===== src/rtl/core/frim_pkg.sv =====
// Shared constants, state encoding and controller/datapath interface types
// for the fragment reassembly unit. No dependencies.
`default_nettype none

package frim_pkg;

  localparam int FRAME_BYTES   = 8;
  localparam int MAX_INTERVALS = 8;
  localparam int STORE_BYTES   = 256;
  localparam int WORD_BYTES    = 8;

  localparam int ADDR_W = $clog2(STORE_BYTES);
  localparam int VAL_W  = $clog2(STORE_BYTES + 1);
  localparam int CNT_W  = $clog2(MAX_INTERVALS + 1);
  localparam int IDX_W  = $clog2(MAX_INTERVALS);
  localparam int EXP_W  = 8;
  localparam int WCNT_W = $clog2(STORE_BYTES / WORD_BYTES + 1);

  // Header byte layout and the first frame's extra total-length byte.
  localparam int        SEQ_SHIFT   = 3;
  localparam logic [7:0] LCODE_MASK = 8'h07;
  localparam int        SEQ0_SRC    = 2;
  localparam int        SEQN_SRC    = 1;
  localparam int        MIN_FLEN    = 2;

  typedef enum logic [3:0] {
    ST_IDLE,
    ST_EVAL,
    ST_CHECK,
    ST_INSERT,
    ST_MPREV,
    ST_MNEXT,
    ST_WRITE,
    ST_FINAL,
    ST_RESULT,
    ST_READ,
    ST_EMIT,
    ST_EMPTY
  } frim_state_e;

  typedef struct packed {
    logic capture;
    logic eval;
    logic check;
    logic insert;
    logic merge_prev;
    logic merge_next;
    logic write_byte;
    logic final_chk;
    logic rd_step;
    logic load_plain;
    logic load_word;
    logic load_empty;
  } frim_cmd_t;

  typedef struct packed {
    logic eval_ok;
    logic do_insert;
    logic write_last;
    logic pkt_done;
    logic pkt_empty;
    logic rd_done;
    logic words_more;
    logic out_free;
  } frim_sts_t;

endpackage

`default_nettype wire


===== src/rtl/core/fragment_reassembly_interval_merge_unit.sv =====
// Top level of the fragment reassembly unit: controller plus datapath.
// Depends on frim_pkg, frim_ctrl and frim_dp.
//
//  channel | direction | handshake               | payload
//  in      | input     | in_valid_i / in_stall_o  | frame_bytes, frame_length, command
//  out     | output    | out_valid_o / out_stall_i| ack, complete, packet_command,
//          |           |                          | packet_word, word_bytes, packet_total, last
//
// One request at a time. A stored frame writes its payload bytes through one store
// write port, one byte a cycle, and a completed packet is read back word by word
// through one store read port.
// Reset is asynchronous, active low; the byte store needs no clearing pass.
// A stalled output holds the request side until its result register drains.
`default_nettype none

module fragment_reassembly_interval_merge_unit (
  input  wire logic        clk_i,
  input  wire logic        rst_ni,
  input  wire logic        in_valid_i,
  output logic             in_stall_o,
  input  wire logic [63:0] frame_bytes_i,
  input  wire logic [7:0]  frame_length_i,
  input  wire logic [7:0]  command_i,
  output logic             out_valid_o,
  input  wire logic        out_stall_i,
  output logic             ack_o,
  output logic             complete_o,
  output logic [7:0]       packet_command_o,
  output logic [63:0]      packet_word_o,
  output logic [3:0]       word_bytes_o,
  output logic [7:0]       packet_total_o,
  output logic             last_o
);

  frim_pkg::frim_cmd_t cmd;
  frim_pkg::frim_sts_t sts;

  frim_ctrl u_ctrl (
    .clk_i      (clk_i),
    .rst_ni     (rst_ni),
    .in_valid_i (in_valid_i),
    .sts_i      (sts),
    .cmd_o      (cmd),
    .busy_o     (in_stall_o)
  );

  frim_dp u_dp (
    .clk_i            (clk_i),
    .rst_ni           (rst_ni),
    .cmd_i            (cmd),
    .sts_o            (sts),
    .frame_bytes_i    (frame_bytes_i),
    .frame_length_i   (frame_length_i),
    .command_i        (command_i),
    .out_valid_o      (out_valid_o),
    .out_stall_i      (out_stall_i),
    .ack_o            (ack_o),
    .complete_o       (complete_o),
    .packet_command_o (packet_command_o),
    .packet_word_o    (packet_word_o),
    .word_bytes_o     (word_bytes_o),
    .packet_total_o   (packet_total_o),
    .last_o           (last_o)
  );

endmodule

`default_nettype wire


===== src/rtl/core/frim_ctrl.sv =====
// Sequencing state machine of the fragment reassembly unit.
// Depends on frim_pkg for the state type and the command/status structs.
`default_nettype none

module frim_ctrl (
  input  wire logic              clk_i,
  input  wire logic              rst_ni,
  input  wire logic              in_valid_i,
  input  wire frim_pkg::frim_sts_t sts_i,
  output frim_pkg::frim_cmd_t    cmd_o,
  output logic                   busy_o
);

  frim_pkg::frim_state_e state_q, state_d;

  always_ff @(posedge clk_i or negedge rst_ni) begin
    if (!rst_ni) begin
      state_q <= frim_pkg::ST_IDLE;
    end else begin
      state_q <= state_d;
    end
  end

  always_comb begin
    state_d = state_q;
    case (state_q)
      frim_pkg::ST_IDLE:   if (in_valid_i) state_d = frim_pkg::ST_EVAL;
      frim_pkg::ST_EVAL:   state_d = sts_i.eval_ok ? frim_pkg::ST_CHECK : frim_pkg::ST_RESULT;
      frim_pkg::ST_CHECK:  state_d = sts_i.do_insert ? frim_pkg::ST_INSERT : frim_pkg::ST_RESULT;
      frim_pkg::ST_INSERT: state_d = frim_pkg::ST_MPREV;
      frim_pkg::ST_MPREV:  state_d = frim_pkg::ST_MNEXT;
      frim_pkg::ST_MNEXT:  state_d = frim_pkg::ST_WRITE;
      frim_pkg::ST_WRITE:  if (sts_i.write_last) state_d = frim_pkg::ST_FINAL;
      frim_pkg::ST_FINAL: begin
        if (!sts_i.pkt_done) begin
          state_d = frim_pkg::ST_RESULT;
        end else if (sts_i.pkt_empty) begin
          state_d = frim_pkg::ST_EMPTY;
        end else begin
          state_d = frim_pkg::ST_READ;
        end
      end
      frim_pkg::ST_RESULT: if (sts_i.out_free) state_d = frim_pkg::ST_IDLE;
      frim_pkg::ST_EMPTY:  if (sts_i.out_free) state_d = frim_pkg::ST_IDLE;
      frim_pkg::ST_READ:   if (sts_i.rd_done) state_d = frim_pkg::ST_EMIT;
      frim_pkg::ST_EMIT: begin
        if (sts_i.out_free) begin
          state_d = sts_i.words_more ? frim_pkg::ST_READ : frim_pkg::ST_IDLE;
        end
      end
      default: state_d = frim_pkg::ST_IDLE;
    endcase
  end

  always_comb begin
    cmd_o  = '0;
    busy_o = 1'b1;
    case (state_q)
      frim_pkg::ST_IDLE: begin
        busy_o        = 1'b0;
        cmd_o.capture = in_valid_i;
      end
      frim_pkg::ST_EVAL:   cmd_o.eval       = 1'b1;
      frim_pkg::ST_CHECK:  cmd_o.check      = 1'b1;
      frim_pkg::ST_INSERT: cmd_o.insert     = 1'b1;
      frim_pkg::ST_MPREV:  cmd_o.merge_prev = 1'b1;
      frim_pkg::ST_MNEXT:  cmd_o.merge_next = 1'b1;
      frim_pkg::ST_WRITE:  cmd_o.write_byte = 1'b1;
      frim_pkg::ST_FINAL:  cmd_o.final_chk  = 1'b1;
      frim_pkg::ST_RESULT: cmd_o.load_plain = sts_i.out_free;
      frim_pkg::ST_EMPTY:  cmd_o.load_empty = sts_i.out_free;
      frim_pkg::ST_READ:   cmd_o.rd_step    = 1'b1;
      frim_pkg::ST_EMIT:   cmd_o.load_word  = sts_i.out_free;
      default: ;
    endcase
  end

endmodule

`default_nettype wire


===== src/rtl/core/frim_dp.sv =====
// Datapath of the fragment reassembly unit: frame register, interval table,
// packet byte store and the output register. Depends on frim_pkg.
`default_nettype none

module frim_dp (
  input  wire logic                clk_i,
  input  wire logic                rst_ni,
  input  wire frim_pkg::frim_cmd_t cmd_i,
  output frim_pkg::frim_sts_t      sts_o,
  input  wire logic [63:0]         frame_bytes_i,
  input  wire logic [7:0]          frame_length_i,
  input  wire logic [7:0]          command_i,
  output logic                     out_valid_o,
  input  wire logic                out_stall_i,
  output logic                     ack_o,
  output logic                     complete_o,
  output logic [7:0]               packet_command_o,
  output logic [63:0]              packet_word_o,
  output logic [3:0]               word_bytes_o,
  output logic [7:0]               packet_total_o,
  output logic                     last_o
);

  localparam int MI = frim_pkg::MAX_INTERVALS;
  localparam int VW = frim_pkg::VAL_W;
  localparam int CW = frim_pkg::CNT_W;
  localparam int IW = frim_pkg::IDX_W;
  localparam int AW = frim_pkg::ADDR_W;
  localparam int EW = frim_pkg::EXP_W;
  localparam int WW = frim_pkg::WCNT_W;

  // Captured request.
  logic [63:0] frame_q;
  logic [7:0]  flen_q;
  logic [7:0]  cmd_q;

  // Control state.
  logic [EW-1:0] exp_q;
  logic          live_q;
  logic [CW-1:0] count_q;
  logic [CW-1:0] pos_q;
  logic          res_ack_q;
  logic [2:0]    wc_q;
  logic [3:0]    rb_q;
  logic [WW-1:0] wcnt_q;
  logic          out_valid_q;

  // Fill parameters.
  logic [VW-1:0] off_q;
  logic [2:0]    flen_fill_q;
  logic [2:0]    src_q;

  // Interval table and byte store.
  logic [VW-1:0] st_q [MI];
  logic [VW-1:0] ln_q [MI];
  logic [VW-1:0] st_d [MI];
  logic [VW-1:0] ln_d [MI];
  logic [7:0]    mem [frim_pkg::STORE_BYTES];
  logic [7:0]    rdata_q;
  logic [63:0]   word_q;

  // ---------------- request decode ----------------
  logic [7:0]  hdr;
  logic [4:0]  seq;
  logic [2:0]  lcode;
  logic [7:0]  tot;
  logic        len_ok, seq0;
  logic [9:0]  psum;
  logic        plen_ok;
  logic [EW-1:0] plen;
  logic [VW-1:0] off_n;

  assign hdr   = frame_q[7:0];
  assign seq   = hdr[7:frim_pkg::SEQ_SHIFT];
  assign lcode = 3'(hdr & frim_pkg::LCODE_MASK);
  assign tot   = frame_q[15:8];
  assign seq0  = (seq == 5'd0);
  assign len_ok = (flen_q >= 8'(frim_pkg::MIN_FLEN)) &&
                  (flen_q <= 8'(frim_pkg::FRAME_BYTES)) &&
                  ((8'(lcode) + 8'd1) == flen_q);
  assign psum = 10'(tot / frim_pkg::FRAME_BYTES) * 10'(frim_pkg::FRAME_BYTES - 1) +
                10'(tot % frim_pkg::FRAME_BYTES);
  assign plen_ok = (psum >= 10'(frim_pkg::MIN_FLEN)) &&
                   ((psum - 10'(frim_pkg::MIN_FLEN)) <= 10'(frim_pkg::STORE_BYTES)) &&
                   ((psum - 10'(frim_pkg::MIN_FLEN)) <= 10'd255);
  assign plen  = EW'(psum - 10'(frim_pkg::MIN_FLEN));
  assign off_n = VW'(VW'(seq) * VW'(frim_pkg::FRAME_BYTES - 1) - VW'(1));

  // ---------------- table search ----------------
  logic [VW:0]   fill_end;
  logic          range_bad, hit, hit_in, full, zero_len;
  logic [CW-1:0] le_cnt;
  logic [MI-1:0] adj;

  assign fill_end  = (VW+1)'(off_q) + (VW+1)'(flen_fill_q);
  assign range_bad = fill_end > (VW+1)'(frim_pkg::STORE_BYTES);
  assign full      = count_q >= CW'(MI);
  assign zero_len  = (flen_fill_q == 3'd0);

  always_comb begin
    logic [VW:0] e;
    hit    = 1'b0;
    hit_in = 1'b0;
    le_cnt = '0;
    for (int i = 0; i < MI; i++) begin
      e = (VW+1)'(st_q[i]) + (VW+1)'(ln_q[i]);
      if (CW'(i) < count_q) begin
        if ((off_q >= st_q[i]) && ((VW+1)'(off_q) < e)) begin
          hit = 1'b1;
          if (fill_end <= e) hit_in = 1'b1;
        end
        if (st_q[i] <= off_q) le_cnt = le_cnt + CW'(1);
      end
    end
  end

  // Pair i touches pair i+1 when the first interval ends where the next starts.
  always_comb begin
    adj = '0;
    for (int i = 0; i < MI - 1; i++) begin
      adj[i] = ((VW+1)'(st_q[i]) + (VW+1)'(ln_q[i])) == (VW+1)'(st_q[i+1]);
    end
  end

  logic [IW-1:0] pos_ix, pos_m1;
  logic          cond_prev, cond_next, do_merge;
  logic [IW-1:0] mk;

  assign pos_ix    = pos_q[IW-1:0];
  assign pos_m1    = IW'(pos_q - CW'(1));
  assign cond_prev = (pos_q != '0) && adj[pos_m1];
  assign cond_next = ((pos_q + CW'(1)) < count_q) && adj[pos_ix];
  assign do_merge  = (cmd_i.merge_prev && cond_prev) || (cmd_i.merge_next && cond_next);
  assign mk        = cmd_i.merge_prev ? pos_m1 : pos_ix;

  always_comb begin
    for (int j = 0; j < MI; j++) begin
      st_d[j] = st_q[j];
      ln_d[j] = ln_q[j];
      if (cmd_i.insert) begin
        if (IW'(j) == pos_ix) begin
          st_d[j] = off_q;
          ln_d[j] = VW'(flen_fill_q);
        end else if ((j > 0) && (IW'(j) > pos_ix)) begin
          st_d[j] = st_q[(j > 0) ? j - 1 : 0];
          ln_d[j] = ln_q[(j > 0) ? j - 1 : 0];
        end
      end else if (do_merge) begin
        if (IW'(j) == mk) begin
          ln_d[j] = ln_q[j] + ln_q[(j < MI - 1) ? j + 1 : j];
        end else if ((IW'(j) > mk) && (j < MI - 1)) begin
          st_d[j] = st_q[(j < MI - 1) ? j + 1 : j];
          ln_d[j] = ln_q[(j < MI - 1) ? j + 1 : j];
        end
      end
    end
  end

  always_ff @(posedge clk_i) begin
    for (int j = 0; j < MI; j++) begin
      st_q[j] <= st_d[j];
      ln_q[j] <= ln_d[j];
    end
  end

  // ---------------- byte store ----------------
  logic [2:0]  wsel;
  logic [AW-1:0] waddr;
  logic [WW+2:0] raddr_full;
  logic [AW-1:0] raddr;

  assign wsel       = src_q + wc_q;
  assign waddr      = AW'(off_q + VW'(wc_q));
  assign raddr_full = {wcnt_q, rb_q[2:0]};
  assign raddr      = raddr_full[AW-1:0];

  always_ff @(posedge clk_i) begin
    if (cmd_i.write_byte) begin
      mem[waddr] <= frame_q[8*wsel +: 8];
    end
  end

  always_ff @(posedge clk_i) begin
    rdata_q <= mem[raddr];
  end

  // ---------------- word assembly ----------------
  logic [WW+2:0] rem;
  logic [3:0]    nb;
  logic [WW:0]   wnext;
  logic [2:0]    bidx;

  assign rem   = (WW+3)'(exp_q) - (WW+3)'({wcnt_q, 3'b000});
  assign nb    = (rem >= (WW+3)'(frim_pkg::WORD_BYTES)) ? 4'(frim_pkg::WORD_BYTES) : rem[3:0];
  assign wnext = (WW+1)'(wcnt_q) + (WW+1)'(1);
  assign bidx  = 3'(rb_q - 4'd1);

  always_ff @(posedge clk_i) begin
    if (cmd_i.rd_step && (rb_q != 4'd0)) begin
      word_q[8*bidx +: 8] <= ({1'b0, bidx} < nb) ? rdata_q : 8'h00;
    end
  end

  // ---------------- payload registers ----------------
  always_ff @(posedge clk_i) begin
    if (cmd_i.capture) begin
      frame_q <= frame_bytes_i;
      flen_q  <= frame_length_i;
      cmd_q   <= command_i;
    end
    if (cmd_i.eval) begin
      off_q       <= seq0 ? '0 : off_n;
      flen_fill_q <= seq0 ? 3'(lcode - 3'd1) : lcode;
      src_q       <= seq0 ? 3'(frim_pkg::SEQ0_SRC) : 3'(frim_pkg::SEQN_SRC);
    end
    if (cmd_i.load_plain) begin
      ack_o            <= res_ack_q;
      complete_o       <= 1'b0;
      packet_command_o <= '0;
      packet_word_o    <= '0;
      word_bytes_o     <= '0;
      packet_total_o   <= '0;
      last_o           <= 1'b1;
    end else if (cmd_i.load_empty) begin
      ack_o            <= 1'b1;
      complete_o       <= 1'b1;
      packet_command_o <= cmd_q;
      packet_word_o    <= '0;
      word_bytes_o     <= '0;
      packet_total_o   <= '0;
      last_o           <= 1'b1;
    end else if (cmd_i.load_word) begin
      ack_o            <= 1'b1;
      complete_o       <= 1'b1;
      packet_command_o <= cmd_q;
      packet_word_o    <= word_q;
      word_bytes_o     <= nb;
      packet_total_o   <= 8'(exp_q);
      last_o           <= !sts_o.words_more;
    end
  end

  // ---------------- control registers ----------------
  always_ff @(posedge clk_i or negedge rst_ni) begin
    if (!rst_ni) begin
      exp_q       <= '0;
      live_q      <= 1'b0;
      count_q     <= '0;
      pos_q       <= '0;
      res_ack_q   <= 1'b0;
      wc_q        <= '0;
      rb_q        <= '0;
      wcnt_q      <= '0;
      out_valid_q <= 1'b0;
    end else begin
      if (cmd_i.capture) res_ack_q <= 1'b0;
      // A valid first frame restarts the packet even if it is rejected later.
      if (cmd_i.eval && len_ok && seq0 && plen_ok) begin
        exp_q   <= plen;
        live_q  <= 1'b1;
        count_q <= '0;
      end
      if (cmd_i.check) begin
        res_ack_q <= !range_bad && (hit ? hit_in : (zero_len && (count_q == CW'(1))));
        pos_q     <= le_cnt;
        wc_q      <= '0;
      end
      if (cmd_i.insert) count_q <= count_q + CW'(1);
      if (do_merge) begin
        count_q <= count_q - CW'(1);
        if (cmd_i.merge_prev) pos_q <= pos_q - CW'(1);
      end
      if (cmd_i.write_byte) wc_q <= wc_q + 3'd1;
      if (cmd_i.final_chk) begin
        res_ack_q <= (count_q == CW'(1));
        if (sts_o.pkt_done) live_q <= 1'b0;
        rb_q   <= '0;
        wcnt_q <= '0;
      end
      if (cmd_i.rd_step) rb_q <= rb_q + 4'd1;
      if (cmd_i.load_word) begin
        rb_q   <= '0;
        wcnt_q <= wcnt_q + WW'(1);
      end
      if (cmd_i.load_plain || cmd_i.load_empty || cmd_i.load_word) begin
        out_valid_q <= 1'b1;
      end else if (!out_stall_i) begin
        out_valid_q <= 1'b0;
      end
    end
  end

  assign out_valid_o = out_valid_q;

  always_comb begin
    sts_o            = '0;
    sts_o.eval_ok    = len_ok && (seq0 ? plen_ok : live_q);
    sts_o.do_insert  = !range_bad && !hit && !zero_len && !full;
    sts_o.write_last = (wc_q == 3'(flen_fill_q - 3'd1));
    sts_o.pkt_done   = (count_q == CW'(1)) && (st_q[0] == '0) &&
                       (ln_q[0] >= VW'(exp_q));
    sts_o.pkt_empty  = (exp_q == '0);
    sts_o.rd_done    = (rb_q == 4'(frim_pkg::WORD_BYTES));
    sts_o.words_more = ({wnext, 3'b000}) < (WW+4)'(exp_q);
    sts_o.out_free   = !out_valid_q || !out_stall_i;
  end

endmodule

`default_nettype wire


===== config.mk =====
export PLATFORM = sky130hd
export DESIGN_NAME = fragment_reassembly_interval_merge_unit
export DESIGN_NICKNAME = d
export VERILOG_FILES = /design/src/rtl/core/frim_pkg.sv /design/src/rtl/core/fragment_reassembly_interval_merge_unit.sv /design/src/rtl/core/frim_ctrl.sv /design/src/rtl/core/frim_dp.sv
export SDC_FILE = /design/constraint.sdc
export NUM_CORES = 2
export LEC_CHECK = 0
export BUFFER_PORTS_ARGS = -buffer_cell sky130_fd_sc_hd__buf_2
export CORE_MARGIN = 2
export CORE_UTILIZATION = 50
export DETAILED_ROUTE_END_ITERATION = 8
export MAX_ROUTING_LAYER = met4
export PLACE_DENSITY = 0.78
export SETUP_SLACK_MARGIN = 0.4
export SLEW_MARGIN = 15
export SYNTH_ARGS = -nofsm -noshare
export SYNTH_HDL_FRONTEND = slang
export SYNTH_SLANG_ARGS = --single-unit

===== constraint.sdc =====
create_clock -name clk_i -period 6.76 [get_ports clk_i]
set_input_delay 0.676 -clock clk_i [delete_from_list [all_inputs] [get_ports clk_i]]
set_output_delay 0.676 -clock clk_i [all_outputs]
set_load 0.03 [all_outputs]

==> results.sh <==
export IMPL_syn_mean_instance_area_um2=15.64
export IMPL_vias_per_cell=6.414
export IMPL_start_kind="flip-flop"
export IMPL_design_portCount=173
export IMPL_placed_cells_incl_taps=10140
export IMPL_hp_class="in2reg"
export IMPL_cp_class="reg2reg"
export IMPL_crit_top_cell="sky130_fd_sc_hd__ha_1"
export IMPL_synth_top_cells_by_count="sky130_fd_sc_hd__edfxtp_1 (2351), sky130_fd_sc_hd__nand2_1 (525), sky130_fd_sc_hd__mux4_2 (515)"
export IMPL_cellPowerDensity_mw_per_mm2=454.0
export IMPL_number_of_distinct_library_cell_variants_in_the_gate_level_netlist_after_synthesis=89
export IMPL_irDropWorstVdd_mv=0.5091
export IMPL_totalWireLength_um=319500
export IMPL_cts_num_sinks=2481
export IMPL_floorplan_die_height_um=478.3
export IMPL_worst_pin_slew_ns=1.276
export IMPL_layout_area_overhead_vs_synth_pct=12.07
export IMPL_fp_dieArea_mm2=0.2288
export IMPL_crit_path_max_incr_delay_ns=0.46
export IMPL_clockRootBuffer="sky130_fd_sc_hd__clkbuf_16"
export IMPL_design_power_total_mw=57.23
export IMPL_yosysTopAreaCellShare_pct=62.77
export IMPL_setup_viol_count_final=0
export IMPL_mappedNetlistNets=7726
export IMPL_fill_cells=16590
export IMPL_fin_skew_ns=0.1049
export IMPL_antenna_violations_before_repair=14
export IMPL_grt_first_pass_wirelength_um=465200
export IMPL_clkLatencyLatePin_ns=0.93
export IMPL_synth_async_reset_ratio_pct=1.451
export IMPL_status="completed"
export IMPL_post_synth_inst_count=7192
export IMPL_floorplan_die_width_um=478.3
export IMPL_stdcell_count=10680
export IMPL_worst_endpoint_required_ns=7.50
export IMPL_cts_path_max_buffers=3
export IMPL_worst_endpoint_arrival_ns=6.79
export IMPL_yosysTopAreaCell="sky130_fd_sc_hd__edfxtp_1"
export IMPL_power_leakage_nw=42.93
export IMPL_setup_tns_ns=0
export IMPL_io_buffers=172
export IMPL_timing_max_slew_rel_slack_pct=14.95
export IMPL_track_usage_pct=28.40
export IMPL_grt_setup_unrepaired="false"
export IMPL_worstSetupEndpointType="flip-flop"
export IMPL_clk_pin_slew_worst_paths_ns=0.07
export IMPL_timing_hold_violations_final=0
export IMPL_synth_area_leaders="sky130_fd_sc_hd__edfxtp_1 (63%), sky130_fd_sc_hd__mux4_2 (10%), sky130_fd_sc_hd__ha_1 (4.7%)"
export IMPL_timing_max_cap_violations=0
export IMPL_vias_in_the_first_global_route=67610
export IMPL_whs_ns=0.03669
export IMPL_first_pass_iters=6
export IMPL_routabilityCongestion=0.9677
export IMPL_pin_count_of_the_biggest_net_entering_global_routing=167
export IMPL_min_period_over_period_pct=89.53
export IMPL_cts_inserted_buffers=236
export IMPL_detailed_place_hpwl_um=199600
export IMPL_overflow=0
export IMPL_critical_path_max_fanout=4
export IMPL_synth_yosys_seq_area_share_pct=65.24
export IMPL_slew_violations=0
export IMPL_share_of_post_route_cells_with_drive_strength_above_1_pct=16.50
export IMPL_post_route_drc_count=0
export IMPL_timing_final_crit_period_ns=6.052
export IMPL_drt_antenna_violating_nets=0
export IMPL_violation_count_after_the_first_detailed_routing_iteration=9185
export IMPL_row_count=174
export IMPL_floorplan_initialDensity_pct=50.16
export IMPL_dr_total_vias=68510
export IMPL_cts_htree_levels=4
export IMPL_ys_warn_count=0
export IMPL_synth_area_mm2=0.1125
export IMPL_routed_wire_length_per_instance_um=29.91
export IMPL_achievable_frequency_mhz=165.2
export IMPL_core_area_mm2=0.2242
export IMPL_synth_enable_flop_cells=2351
export IMPL_synth_main_ff_cell="sky130_fd_sc_hd__edfxtp_1"
export IMPL_fin_nets=8001
export IMPL_minimum_setup_slack_in_the_final_design_ns=0.7076
export IMPL_synthMostInstantiatedCell="sky130_fd_sc_hd__edfxtp_1"
export IMPL_tritoncts="done"
export IMPL_post_place_ws_ns=0.4401
export IMPL_timing_critical_path_slowest_stage_cell="sky130_fd_sc_hd__edfxtp_1"
export IMPL_number_of_storage_elements_in_the_synthesis_netlist=2481
## cells in the final DEF, fill, tap and decap left out, types with 18 or more instances in the layout
master and instances:
sky130_fd_sc_hd__a211oi_1 45, sky130_fd_sc_hd__a21o_1 110, sky130_fd_sc_hd__a21oi_1 364, sky130_fd_sc_hd__a31oi_1 19, sky130_fd_sc_hd__and2_1 80, sky130_fd_sc_hd__and3_1 18, sky130_fd_sc_hd__buf_2 172, sky130_fd_sc_hd__buf_4 117
sky130_fd_sc_hd__bufinv_16 28, sky130_fd_sc_hd__clkbuf_1 37, sky130_fd_sc_hd__clkbuf_16 239, sky130_fd_sc_hd__clkinv_1 56, sky130_fd_sc_hd__clkinv_2 48, sky130_fd_sc_hd__dfrtp_1 31, sky130_fd_sc_hd__dfxtp_1 94, sky130_fd_sc_hd__dlygate4sd3_1 80
sky130_fd_sc_hd__edfxtp_1 2351, sky130_fd_sc_hd__fa_1 28, sky130_fd_sc_hd__ha_1 420, sky130_fd_sc_hd__inv_1 196, sky130_fd_sc_hd__mux2i_1 289, sky130_fd_sc_hd__mux4_2 515, sky130_fd_sc_hd__nand2_1 518, sky130_fd_sc_hd__nand2b_1 49
sky130_fd_sc_hd__nand3_1 62, sky130_fd_sc_hd__nand4_1 30, sky130_fd_sc_hd__nor2_1 478, sky130_fd_sc_hd__nor2b_1 59, sky130_fd_sc_hd__nor3_1 54, sky130_fd_sc_hd__nor4_1 19, sky130_fd_sc_hd__o211ai_1 25, sky130_fd_sc_hd__o21a_1 36
sky130_fd_sc_hd__o21ai_0 246, sky130_fd_sc_hd__o21bai_1 19, sky130_fd_sc_hd__o221ai_1 118, sky130_fd_sc_hd__o22ai_1 64, sky130_fd_sc_hd__or3_1 18, sky130_fd_sc_hd__xnor2_1 134, sky130_fd_sc_hd__xor2_1 78
## power by group
| group | internal, mW | switching [mW] | leakage, nW |
|---|---|---|---|
| Combinational | 7.27 | 14.3 | 16.6 |
| Sequential | 21.3 | 0.833 | 22.4 |
| Clock | 7.67 | 5.94 | 3.90 |
## routing by layer
| layer | global-route usage [%] | vias to the layer above | share of wire (%) | wire (um) |
|---|---|---|---|---|
| met5 | - | - | 0 | 0 |
| met4 | 10.74 | 0 | 4.2 | 13430 |
| met3 | 6.421 | 705 | 11 | 34390 |
| met2 | 43.80 | 4352 | 47 | 151800 |
| met1 | 36.96 | 34730 | 38 | 119900 |
| li1 | - | 28730 | - | - |
## final timing paths
| path | start | to | slack (ns) | cells after the start |
|---|---|---|---|---|
| min in group asynchronous | rst_ni | u_dp.exp_q[7] | 0.43 | 3 |
| max in group asynchronous | rst_ni | u_dp.live_q | 5.81 | 3 |
| worst max register to register | u_dp.st_q[0][10] | u_dp.pos_q[1] | 0.71 | 30 |
| worst max-delay path | u_dp.st_q[0][10] | u_dp.pos_q[1] | 0.71 | 30 |
| worst min-delay path | frame_bytes_i[23] | u_dp.frame_q[23] | 0.04 | 1 |
| worst min register to register | u_dp.packet_word_o[49] | u_dp.packet_word_o[49] | 0.45 | 2 |
## worst max-delay path: cells and delay by family, from the launching register on
family,cells,cell delay [ns]
AOI/OAI and AO/OA,13,1.76
adders and majority gates,8,2.17
buffers and inverters,3,0.31
DFF,1,0.46
muxes,4,1.06
and+or+nand+nor,2,0.15
## logic make-up after synthesis
kind of cell,after synthesis,synth area share [%]
flip-flops,2481,65.24
XOR/XNOR,227,1.917
AND/OR/NAND/NOR,1446,5.745
multiplexers,830,13.14
buffers and inverters,555,1.917
adder cells (fa/ha/maj),455,5.237
AO/OA/AOI/OAI,1198,6.798
## layout make-up
cell class / count / area [um2] / area share (%)
Sequential cell: 2481 / 73400 / 58.23
Multi-Input combinational cell: 4156 / 37220 / 29.53
Clock buffer: 285 / 6235 / 4.946
Tap cell: 2992 / 3744 / 2.970
Timing Repair Buffer: 386 / 2880 / 2.285
Clock inverter: 160 / 1763 / 1.399
Inverter: 206 / 777.0 / 0.6164
Antenna cell: 15 / 37.54 / 0.02978
## repair_timing
action / in CTS / in global routing
endpoints found under the hold margin: 115 / 0
setup endpoints to repair: 0 / 3
setup buffers: 0 / 2
gates resized for setup: 0 / 15
hold buffers: 80 / 0
## state kept, by name (all words and copies together) (netlist names), 6 cells and up
register and count:
u_dp.word_q 64, u_dp.rdata_q 8, u_dp.ln_q 72, u_dp.exp_q 8, u_dp.off_q 9, u_dp.mem 2048, u_dp.frame_q 64, u_dp.flen_q 8
u_dp.wcnt_q 6, u_dp.cmd_q 8, u_dp.st_q 72, u_dp.packet_command_o 8, u_dp.packet_word_o 64, u_dp.packet_total_o 8
## metrics by stage
| stage | cell area (um2) | util (%) |
|---|---|---|
| after CTS | 125900 | 56.15 |
| after global placement | 117100 | 52.23 |
| after detailed placement | 117100 | 52.23 |
| after floorplan | 112500 | - |
| final | 126100 | 56.21 |
| after global routing | 126000 | 56.21 |
(Power assumes the default switching activity.)
